==> src/hw/rtl/pnp_pkg.sv <==
// Shared constants and types for the polyline nearest-point block.
package pnp_pkg;

    localparam int ON_LINE_RESTRICT = 2;
    localparam int ON_LINE_LIM      = (ON_LINE_RESTRICT + 1) * (ON_LINE_RESTRICT + 1);

    typedef struct packed {
        logic busy;
        logic done;
    } scale_stat_t;

endpackage

==> src/hw/rtl/pnp_scale.sv <==
// Bit-serial multiply-divide: q = round(num * ad / den), one bit of ad per cycle.
module pnp_scale
    import pnp_pkg::*;
#(
    parameter int COORD_BITS = 16
)
(
    input  logic                      clk,
    input  logic                      rst_n,
    input  logic                      start,
    input  logic [2*COORD_BITS+1:0]   num,
    input  logic [2*COORD_BITS+1:0]   den,
    input  logic [COORD_BITS:0]       ad,
    output logic [COORD_BITS:0]       q,
    output scale_stat_t               stat
);

    localparam int W  = 2 * COORD_BITS + 2;
    localparam int T  = W + 2;
    localparam int IW = $clog2(COORD_BITS + 1);

    logic [W-1:0]        acc_reg;
    logic [COORD_BITS:0] q_reg;
    logic [IW-1:0]       idx_reg;
    logic                busy_reg;
    logic                rnd_reg;
    logic                done_reg;

    logic [T-1:0]        t;
    logic [T-1:0]        den1;
    logic [T-1:0]        den2;
    logic [W-1:0]        acc_next;
    logic [1:0]          digit;
    logic                rnd_up;

    assign den1 = {2'b00, den};
    assign den2 = {1'b0, den, 1'b0};

    always_comb
    begin
        t = {1'b0, acc_reg, 1'b0} + (ad[idx_reg] ? {2'b00, num} : {T{1'b0}});
        if (t >= den2)
        begin
            acc_next = W'(t - den2);
            digit    = 2'd2;
        end
        else if (t >= den1)
        begin
            acc_next = W'(t - den1);
            digit    = 2'd1;
        end
        else
        begin
            acc_next = W'(t);
            digit    = 2'd0;
        end
    end

    // round half up on the final remainder
    assign rnd_up = ({1'b0, acc_reg, 1'b0} >= {2'b00, den});

    always_ff @(posedge clk or negedge rst_n)
    begin
        if (!rst_n)
        begin
            busy_reg <= 1'b0;
            rnd_reg  <= 1'b0;
            done_reg <= 1'b0;
            idx_reg  <= '0;
        end
        else
        begin
            done_reg <= busy_reg && rnd_reg;
            if (start && !busy_reg)
            begin
                acc_reg  <= '0;
                q_reg    <= '0;
                idx_reg  <= IW'(COORD_BITS);
                busy_reg <= 1'b1;
                rnd_reg  <= 1'b0;
            end
            else if (busy_reg && rnd_reg)
            begin
                q_reg    <= q_reg + (COORD_BITS+1)'(rnd_up);
                busy_reg <= 1'b0;
                rnd_reg  <= 1'b0;
            end
            else if (busy_reg)
            begin
                acc_reg <= acc_next;
                q_reg   <= (COORD_BITS+1)'({q_reg, 1'b0} + {{COORD_BITS{1'b0}}, digit});
                if (idx_reg == '0)
                    rnd_reg <= 1'b1;
                else
                    idx_reg <= idx_reg - 1'b1;
            end
        end
    end

    assign q         = q_reg;
    assign stat.busy = busy_reg;
    assign stat.done = done_reg;

endmodule

==> src/hw/rtl/polyline_nearest_point_core.sv <==
// Top level of the polyline nearest-point block.
//
// Vertices arrive on the vertex channel (vertex_valid / vertex_stall), each
// carrying the query point; first opens a polyline, last closes it. For each
// segment the clamped projection is found with one shared multiplier under a
// sequencer and a bit-serial multiply-divide unit, one quotient bit a cycle.
// A first vertex only seeds the best point and distance. Any other vertex
// skips the divider when the projection clamps, and runs two divider passes
// (x, then y) when it lands inside the segment.
// vertex_stall is high while a request is in work.
// On the last vertex one result goes out on the result channel
// (result_valid / result_stall) from an output register; the block takes the
// next request while it waits, and only holds the following last vertex
// until the receiver frees that register.
// Reset clears the state, the previous and best points and the output valid
// flag, and sets the limit register (written from cfg_wdata with cfg_we) to all ones.
module polyline_nearest_point_core
    import pnp_pkg::*;
#(
    parameter int COORD_BITS = 16
)
(
    input  logic                            clk,
    input  logic                            rst_n,
    input  logic                            cfg_we,
    input  logic [2*COORD_BITS+1:0]         cfg_wdata,
    input  logic                            vertex_valid,
    output logic                            vertex_stall,
    input  logic signed [COORD_BITS-1:0]    vertex_x,
    input  logic signed [COORD_BITS-1:0]    vertex_y,
    input  logic signed [COORD_BITS-1:0]    query_x,
    input  logic signed [COORD_BITS-1:0]    query_y,
    input  logic                            first,
    input  logic                            last,
    output logic                            result_valid,
    input  logic                            result_stall,
    output logic signed [COORD_BITS-1:0]    nearest_x,
    output logic signed [COORD_BITS-1:0]    nearest_y,
    output logic [2*COORD_BITS+1:0]         best_dist_sq,
    output logic                            on_line
);

    localparam int C  = COORD_BITS;
    localparam int DW = 2 * C + 2;

    typedef enum logic [3:0] {
        S_IDLE, S_DIFF, S_LEN0, S_LEN1, S_DOT0, S_DOT1, S_PICK,
        S_DIVX, S_DIVY, S_ERR, S_SQ0, S_SQ1, S_UPD, S_FIN
    } state_t;

    state_t                 state_reg;
    logic [DW-1:0]          limit_reg;

    logic signed [C-1:0]    vx_reg, vy_reg, qx_reg, qy_reg;
    logic                   last_reg;
    logic signed [C-1:0]    prev_x_reg, prev_y_reg;
    logic signed [C-1:0]    best_x_reg, best_y_reg;
    logic [DW-1:0]          best_sq_reg;

    logic signed [C:0]      dx_reg, dy_reg, ex_reg, ey_reg;
    logic signed [DW:0]     mac_reg;
    logic [DW-1:0]          len2_reg;
    logic signed [DW:0]     dot_reg;
    logic [DW-1:0]          sq_reg;
    logic signed [C-1:0]    nx_reg, ny_reg;

    logic signed [C-1:0]    out_x_reg, out_y_reg;
    logic [DW-1:0]          out_sq_reg;
    logic                   out_on_reg;
    logic                   out_valid_reg;

    logic signed [C:0]      mul_a, mul_b;
    logic signed [DW-1:0]   prod;
    logic signed [DW:0]     mac_sum;
    logic                   accept;
    logic                   out_load;
    logic                   clamp_a, clamp_b;
    logic                   div_start;
    logic [C:0]             div_ad;
    logic [C:0]             div_q;
    logic signed [C+1:0]    step_x, step_y;
    scale_stat_t            div_stat;

    assign accept       = vertex_valid && !vertex_stall;
    assign vertex_stall = (state_reg != S_IDLE);
    assign out_load     = (state_reg == S_FIN) && last_reg
                       && (!out_valid_reg || !result_stall);

    // shared multiplier operand select
    always_comb
    begin
        case (state_reg)
            S_LEN0:  begin mul_a = dx_reg; mul_b = dx_reg; end
            S_LEN1:  begin mul_a = dy_reg; mul_b = dy_reg; end
            S_DOT0:  begin mul_a = ex_reg; mul_b = dx_reg; end
            S_DOT1:  begin mul_a = ey_reg; mul_b = dy_reg; end
            S_SQ0:   begin mul_a = ex_reg; mul_b = ex_reg; end
            S_SQ1:   begin mul_a = ey_reg; mul_b = ey_reg; end
            default: begin mul_a = '0;     mul_b = '0;     end
        endcase
    end

    assign prod    = mul_a * mul_b;
    assign mac_sum = mac_reg + (DW+1)'(prod);

    assign clamp_a = (len2_reg == '0) || dot_reg[DW] || (dot_reg == '0);
    assign clamp_b = (dot_reg >= $signed({1'b0, len2_reg}));

    assign div_start = ((state_reg == S_PICK) && !clamp_a && !clamp_b)
                    || ((state_reg == S_DIVX) && div_stat.done);
    // hold |dx| through the x pass, |dy| through the y pass
    assign div_ad    = (state_reg != S_DIVY)
                     ? (dx_reg[C] ? (C+1)'(-dx_reg) : dx_reg)
                     : (dy_reg[C] ? (C+1)'(-dy_reg) : dy_reg);

    assign step_x = dx_reg[C] ? -$signed({1'b0, div_q}) : $signed({1'b0, div_q});
    assign step_y = dy_reg[C] ? -$signed({1'b0, div_q}) : $signed({1'b0, div_q});

    pnp_scale #(
        .COORD_BITS (COORD_BITS)
    ) u_scale (
        .clk   (clk),
        .rst_n (rst_n),
        .start (div_start),
        .num   (DW'(dot_reg)),
        .den   (len2_reg),
        .ad    (div_ad),
        .q     (div_q),
        .stat  (div_stat)
    );

    always_ff @(posedge clk or negedge rst_n)
    begin
        if (!rst_n)
        begin
            state_reg     <= S_IDLE;
            limit_reg     <= '1;
            prev_x_reg    <= '0;
            prev_y_reg    <= '0;
            best_x_reg    <= '0;
            best_y_reg    <= '0;
            best_sq_reg   <= '0;
            out_valid_reg <= 1'b0;
        end
        else
        begin
            if (cfg_we)
                limit_reg <= cfg_wdata;
            if (out_load)
                out_valid_reg <= 1'b1;
            else if (out_valid_reg && !result_stall)
                out_valid_reg <= 1'b0;

            case (state_reg)
                S_IDLE:
                begin
                    if (accept)
                    begin
                        vx_reg   <= vertex_x;
                        vy_reg   <= vertex_y;
                        qx_reg   <= query_x;
                        qy_reg   <= query_y;
                        last_reg <= last;
                        if (first)
                        begin
                            best_x_reg  <= vertex_x;
                            best_y_reg  <= vertex_y;
                            best_sq_reg <= limit_reg;
                            state_reg   <= S_FIN;
                        end
                        else
                            state_reg <= S_DIFF;
                    end
                end
                S_DIFF:
                begin
                    dx_reg    <= (C+1)'(vx_reg) - (C+1)'(prev_x_reg);
                    dy_reg    <= (C+1)'(vy_reg) - (C+1)'(prev_y_reg);
                    ex_reg    <= (C+1)'(qx_reg) - (C+1)'(prev_x_reg);
                    ey_reg    <= (C+1)'(qy_reg) - (C+1)'(prev_y_reg);
                    state_reg <= S_LEN0;
                end
                S_LEN0:
                begin
                    mac_reg   <= (DW+1)'(prod);
                    state_reg <= S_LEN1;
                end
                S_LEN1:
                begin
                    len2_reg  <= DW'(mac_sum);
                    state_reg <= S_DOT0;
                end
                S_DOT0:
                begin
                    mac_reg   <= (DW+1)'(prod);
                    state_reg <= S_DOT1;
                end
                S_DOT1:
                begin
                    dot_reg   <= mac_sum;
                    state_reg <= S_PICK;
                end
                S_PICK:
                begin
                    if (clamp_a)
                    begin
                        nx_reg    <= prev_x_reg;
                        ny_reg    <= prev_y_reg;
                        state_reg <= S_ERR;
                    end
                    else if (clamp_b)
                    begin
                        nx_reg    <= vx_reg;
                        ny_reg    <= vy_reg;
                        state_reg <= S_ERR;
                    end
                    else
                        state_reg <= S_DIVX;
                end
                S_DIVX:
                begin
                    if (div_stat.done)
                    begin
                        nx_reg    <= C'((C+2)'(prev_x_reg) + step_x);
                        state_reg <= S_DIVY;
                    end
                end
                S_DIVY:
                begin
                    if (div_stat.done)
                    begin
                        ny_reg    <= C'((C+2)'(prev_y_reg) + step_y);
                        state_reg <= S_ERR;
                    end
                end
                S_ERR:
                begin
                    ex_reg    <= (C+1)'(qx_reg) - (C+1)'(nx_reg);
                    ey_reg    <= (C+1)'(qy_reg) - (C+1)'(ny_reg);
                    state_reg <= S_SQ0;
                end
                S_SQ0:
                begin
                    mac_reg   <= (DW+1)'(prod);
                    state_reg <= S_SQ1;
                end
                S_SQ1:
                begin
                    sq_reg    <= DW'(mac_sum);
                    state_reg <= S_UPD;
                end
                S_UPD:
                begin
                    if (sq_reg < best_sq_reg)
                    begin
                        best_sq_reg <= sq_reg;
                        best_x_reg  <= nx_reg;
                        best_y_reg  <= ny_reg;
                    end
                    state_reg <= S_FIN;
                end
                S_FIN:
                begin
                    prev_x_reg <= vx_reg;
                    prev_y_reg <= vy_reg;
                    if (!last_reg)
                        state_reg <= S_IDLE;
                    else if (out_load)
                    begin
                        // load the output register; hold here while it is full
                        out_x_reg  <= best_x_reg;
                        out_y_reg  <= best_y_reg;
                        out_sq_reg <= best_sq_reg;
                        out_on_reg <= (best_sq_reg < DW'(ON_LINE_LIM));
                        state_reg  <= S_IDLE;
                    end
                end
                default:
                    state_reg <= S_IDLE;
            endcase
        end
    end

    assign result_valid = out_valid_reg;
    assign nearest_x    = out_x_reg;
    assign nearest_y    = out_y_reg;
    assign best_dist_sq = out_sq_reg;
    assign on_line      = out_on_reg;

    a_div_done_in_div: assert property (@(posedge clk) disable iff (!rst_n)
        div_stat.done |-> (state_reg == S_DIVX || state_reg == S_DIVY))
        else $error("divider finished outside a divide step");

    a_on_line_match: assert property (@(posedge clk) disable iff (!rst_n)
        result_valid |-> (on_line == (best_dist_sq < DW'(ON_LINE_LIM))))
        else $error("on_line disagrees with best_dist_sq");

    a_result_from_fin: assert property (@(posedge clk) disable iff (!rst_n)
        $rose(result_valid) |-> $past(state_reg == S_FIN && last_reg))
        else $error("result raised outside the finish step");

    a_div_idle_on_accept: assert property (@(posedge clk) disable iff (!rst_n)
        accept |-> !div_stat.busy)
        else $error("request taken while divider busy");

endmodule
==> config.mk <==
export PLATFORM = sky130hd
export DESIGN_NAME = polyline_nearest_point_core
export DESIGN_NICKNAME = d
export VERILOG_FILES = /design/src/hw/rtl/pnp_pkg.sv /design/src/hw/rtl/pnp_scale.sv /design/src/hw/rtl/polyline_nearest_point_core.sv
export SDC_FILE = /design/constraint.sdc
export NUM_CORES = 2
export LEC_CHECK = 0
export ABC_AREA = 1
export BUFFER_PORTS_ARGS = -buffer_cell sky130_fd_sc_hd__buf_4
export CORE_MARGIN = 2
export CORE_UTILIZATION = 50
export DETAILED_ROUTE_END_ITERATION = 16
export PLACE_DENSITY_LB_ADDON = 0.2
export SYNTH_ARGS = -nofsm -noshare
export SYNTH_HDL_FRONTEND = slang
export SYNTH_SLANG_ARGS = --single-unit
==> constraint.sdc <==
create_clock -name clk -period 11.47 [get_ports clk]
set_clock_uncertainty 0.2 [all_clocks]
set_input_delay 2.294 -clock clk [delete_from_list [all_inputs] [get_ports clk]]
set_output_delay 2.294 -clock clk [all_outputs]
set_load 0.02 [all_outputs]
# After elaboration in Yosys (flattened, before gate mapping)
# Cells that the tools add are included.
[totals]
reg_bits = 565
ramBits = 0
mem_count = 0
inputBits = 105
rom_bits = 0
elab_cells = 195
output_inout_bits = 69
latchBits = 0
[classes]
n_shift = 0
mul = 1
n_mux = 61
add_sub_neg = 18
n_reduce_logical = 52
n_eq_ne = 23
bitwise_logic = 0
n_div = 0
magnitude_cmp = 7
[ops]
columns = ["cell", "count"]
rows = [
  ["34-bit two-way mux", 8],
  ["16-bit two-way mux", 14],
  ["17-bit case mux with 4 select lines", 2],
  ["16-bit case mux with 2 select lines", 4],
  ["16-bit by 16-bit subtractor with 17-bit output", 6],
  ["17-bit two-way mux", 5],
  ["17-bit case mux with 2 select lines", 2],
  ["34-bit case mux with 2 select lines", 1],
  ["34-bit subtractor", 2],
  ["4-bit case mux with 14 select lines", 1],
  ["35-bit by 34-bit adder with 36-bit output", 1],
  ["36-bit by 34-bit greater-or-equal comparator with 1-bit output", 1],
  ["36-bit by 35-bit greater-or-equal comparator with 1-bit output", 1],
  ["34-bit by 34-bit adder with 35-bit output", 1],
  ["35-bit by 34-bit greater-or-equal comparator with 1-bit output", 1],
  ["35-bit greater-or-equal comparator", 1],
  ["35-bit logical NOT", 1],
  ["34-bit logical NOT", 1],
  ["34-bit < comparator", 1],
  ["34-bit by 4-bit < comparator with 1-bit output (second input constant)", 1],
  ["17-bit by 17-bit multiplier with 34-bit output", 1],
  ["17-bit negator", 2],
  ["16-bit adder", 2],
  ["4-bit two-way mux", 8],
  ["30 further kinds", 94],
]

# Logic depth before layout (Yosys ltp)
[logic_depth]
word_depth = 13
ltp_mapped = 56
ltp_nobuf = 54

# By module
# A second synthesis with hierarchy kept.
[hier_totals]
hier_cells = 6698
hier_area_um2 = 52521.6
[by_module_without_submodules]
columns = ["mod", "area_per_inst_um2", "instances", "cells_each", "seq_area_each_um2"]
rows = [
  ["polyline_nearest_point_core", 40256.1, 1, 4613, 14551.5],
  ["pnp_scale", 12265.5, 1, 2085, 1731.7],
]

# Least setup slack after synthesis
# OpenSTA, ideal clock, no wires.
[synth_path]
kind = "reg-to-reg"
start = "reg state_reg[2]"
end = "reg dot_reg[33], data pin"
path_slack_ps = 2743
t_required_ps = 10997
t_arrival_ps = 8254
synth_period_minus_slack_ps = 8727
setup_ps = 273
n_path_buf = 1
path_stages_with_launch = 42
cell_sequence = "dfrtp_1 > inv_2 > nor2_1 > inv_1 > nor2_1 > nor2_1 > inv_1 > a221oi_1 > o21ai_1 > clkbuf_1 > nand2_1 > inv_1 > fa_1 > fa_1 > ha_1 > inv_1 > fa_1 > fa_1 > (+6 left out) > o21bai_1 > a21oi_1 > o21ai_0 > a21oi_1 > inv_1 > a21oi_1 > o21ai_0 > xor2_1 > ha_1 > a21oi_1 > o21ai_0 > a221oi_1 > nand2_1 > nand3_1 > nand2_1 > a31oi_1 > o21ai_0 > xor2_1"
[synth_via]
elab_chain_len = 5
elab_cells_between_ends = 14
cone_classes = "add/sub (1); mul (1); eq/ne (6); mux (2); reduce/logical (4)"
[synth_lines]
columns = ["element", "line_no", "rtl"]
rows = [
  ["from (decl)", "polyline_nearest_point_core.sv:51", "state_t state_reg;"],
  ["from (signal assigned)", "polyline_nearest_point_core.sv:136", "state_reg <= S_IDLE;"],
  ["from (signal assigned)", "polyline_nearest_point_core.sv:169", "state_reg <= S_FIN;"],
  ["from (signal assigned)", "polyline_nearest_point_core.sv:172", "state_reg <= S_DIFF;"],
  ["4-bit equality test (tied with other cells)", "polyline_nearest_point_core.sv:92", "case (state_reg)"],
  ["2-bit OR reduction (no source line)", "-", ""],
  ["17-bit case mux with 4 select lines", "polyline_nearest_point_core.sv:92", ""],
  ["17-bit by 17-bit multiplier with 34-bit output *", "polyline_nearest_point_core.sv:103", "assign prod = mul_a * mul_b;"],
  ["named net prod[22]", "polyline_nearest_point_core.sv:73", "logic signed [DW-1:0] prod;"],
  ["34-bit by 34-bit adder with 35-bit output *", "polyline_nearest_point_core.sv:104", "assign mac_sum = mac_reg + (DW+1)'(prod);"],
  ["named net mac_sum[33]", "polyline_nearest_point_core.sv:74", "logic signed [DW:0] mac_sum;"],
  ["to (signal assigned)", "polyline_nearest_point_core.sv:200", "dot_reg <= mac_sum;"],
  ["to (decl)", "polyline_nearest_point_core.sv:63", "logic signed [DW:0] dot_reg;"],
]
# Mark *: on every way through the listed nets, which the timed path passes. The rest lies on a longest branch.
# A chain may end at the register's enable or synchronous reset.

# Worst setup path after layout
[layout_path]
start = "reg state_reg[3]"
end = "reg sq_reg[33], data pin"
[layout_via]
elab_chain_len = 5
elab_cells_between_ends = 14
cone_classes = "add/sub (1); mul (1); eq/ne (6); mux (2); reduce/logical (4)"
[layout_lines]
columns = ["element", "line_no", "rtl"]
rows = [
  ["4-bit equality test (tied with other cells)", "polyline_nearest_point_core.sv:92", ""],
  ["2-bit OR reduction (no source line)", "-", ""],
  ["17-bit case mux with 4 select lines", "polyline_nearest_point_core.sv:92", ""],
  ["17-bit by 17-bit multiplier with 34-bit output *", "polyline_nearest_point_core.sv:103", ""],
  ["named net prod[26]", "polyline_nearest_point_core.sv:73", ""],
  ["34-bit by 34-bit adder with 35-bit output *", "polyline_nearest_point_core.sv:104", ""],
  ["named net mac_sum[33]", "polyline_nearest_point_core.sv:74", ""],
  ["to (signal assigned)", "polyline_nearest_point_core.sv:249", "sq_reg <= DW'(mac_sum);"],
  ["to (decl)", "polyline_nearest_point_core.sv:64", "logic [DW-1:0] sq_reg;"],
]
# Marks and branches as above.

==> flow_summary.toml <==
[grt]
antenna_found_initial = 2
track_usage_pct = 30.2
grt-ovfl-total = 0
grt_pass1_wl_mm = 231
grt_pass1_vias = 40600
grt_start_max_net_pins = 132

[cts]
clock-sinks = 564
post_cts_resized = 0
insertion_delay_ns = 0.65
hold_buffers = 0
cts_max_level = 3
post_cts_buffers = 0
cts_buffer_depth = 3
clk_pin_slew_ns = 0.06
cts_root_buf = "clkbuf_16"
cts_made_buffers = 67
cts_tree = "done"

[worst_setup_path]
rr_endpoint = "sq_reg[33]"
cpMostUsedCell = "nand2_1"
regToRegStartpoint = "state_reg[3]"
cpPeakStageDelay_ns = 0.60
cp.depth = 41
reg2reg_slack_ns = 1.38
cp_slowest_cell = "nor2_1"
start_kind = "flip-flop"
path_max_fanout = 16
crit_buf_inv = 7
cp-end-kind = "flip-flop"
crit_arrival_ns = 10.34
criticalPathCategory = "flip-flop to flip-flop"
required_ns = 11.72
r2r_cells = 41
crit_end = "sq_reg[33]"
cp-startpoint = "state_reg[3]"
cp_top_family = "adder cells"

[timing]
tns_ns = 0
setup_viol = 0
relSlewSlack_pct = 16.5
rsz0062_at_grt = "false"
worstMarginPinSlew_ns = 1.25
hold_viol_final = 0
max_freq_ghz = 0.0991
fin_crit_ns = 10.09
maxSlewViolCount = 0
fin_crit_sh_pct = 88.0

[yosys]
yosysSeqAreaShare_pct = 33.3
syn_avg_cell_area_um2 = 8.40
syn-num-nets = 6640
async_reset_ff_share_pct = 25.7
ys_types = 67
ys_ff_latch = 564
ys_warn_count = 0
synth-edff-count = 419
synthCells = 5804
synth_ff_type = "edfxtp_1"
synthTopCellsByArea = "edfxtp_1 (26%), fa_1 (13%), ha_1 (11%), nand2_1 (9.4%), inv_1 (7.9%)"
syn_area_um2 = 48800
yosys.area.top_type = "edfxtp_1"
synth_top_cell_area_share_pct = 25.8

[route]
vias = 40300
totalWireLength_mm = 149
detail_route.first_pass.iterations = 6
drc_errors = 0
viasPerCell = 5.54
drtAntennaViolNets = 0
wl_per_cell_um = 20.4
drt_iter0_drc = 3509

[job]
drv_cap = 0

[placement]
gp_congestion = 1.01
dpl-instance-area_um2 = 51600
io_buffers = 173
hpwl_mm = 119

[cells_and_area]
synthToLayoutAreaGrowth_pct = 10.4
layout_common_cells = "nand2_1 (1217), inv_1 (1031), ha_1 (425), edfxtp_1 (419), o21ai_0 (376)"
fillers = 8942
fin_nets = 6790
drive_gt1_share_pct = 7.31
design_area_um2 = 53800
final_common_cell = "nand2_1"
largest_reg_flops = 35

[die]
coreArea_um2 = 96700
die_h_um = 316
start_util_pct = 50.4
ioPinCount = 174
die_w_um = 316
die_area_um2 = 100000
rows = 114

[hold_path]
min_path_type = "flip-flop to flip-flop"

[status]
run_status = "completed"
## cells in the mapped netlist, drive strengths merged, types with 2 or more instances
cell type	count
o221ai	9
dfstp	34
dfrtp	111
clkbuf	122
o22ai	35
nor2	377
a21boi	16
a221o	4
a22oi	2
fa	306
a31oi	58
ha	425
edfxtp	419
o31ai	4
inv	1040
nand3b	8
xor2	167
or2	5
a21o	22
o21bai	15
a221oi	16
nand2	1227
nor3	53
nand4	71
nand3	200
a21oi	354
xnor2	91
a2111oi	3
o21ai	427
buf	38
o21a	16
and2	3
o41ai	2
a211oi	12
clkinv	5
nor4	34
o211ai	61
o2111ai	4
## metrics by stage
| step | instances | hold slack, ns | util [%] | worst slack, ns |
|---|---|---|---|---|
| floorplan | 5804 | 0.225 | - | 2.74 |
| global placement | 7161 | 0.231 | 53.4 | 1.44 |
| detailed placement | 7161 | 0.231 | 53.4 | 1.28 |
| CTS | 7285 | 0.246 | 55.7 | 1.25 |
| global route | 7285 | 0.251 | 55.7 | 0.571 |
| finish | 7287 | 0.245 | 55.7 | 1.38 |
## worst min path at each step
stage,to,from,cells after the start
after floorplan,best_dist_sq[10],best_sq_reg[10],0
after global placement,best_dist_sq[27],best_sq_reg[27],0
after detailed placement,nearest_x[12],best_x_reg[12],0
after CTS,nearest_y[15],best_y_reg[15],0
after global routing,nearest_y[13],best_y_reg[13],0
final,best_dist_sq[3],best_sq_reg[3],0
## layer usage
layer	wire [µm]	GRT usage (%)	share of wire [%]
met4	6880	12.3	4.6
met2	72400	52.4	49
met1	61700	38.4	41
met3	7800	3.57	5.2
met5	0	0	0
## cells by family after synthesis
kind of cell	share of synthesized area [%]
buf+inv	9.46
flops	33.3
xor+xnor	4.63
simple gates	16.7
compound gates	12.3
mux	0.0231
fa+ha+maj	23.5
## cell type report
cell class / instances / area (µm²) / area share [%]
antenna: 2 / 5.00 / 0.00930
clock buffer: 88 / 1840 / 3.42
clock inverter: 36 / 387 / 0.718
inverter: 1045 / 3930 / 7.29
multi-input combinational: 4035 / 28000 / 52.0
sequential: 564 / 16300 / 30.2
tap: 1276 / 1600 / 2.97
timing repair buffer: 241 / 1830 / 3.40
Power is not shown: default switching activity piles up to over one toggle a cycle in this logic, so the estimate is an artifact.
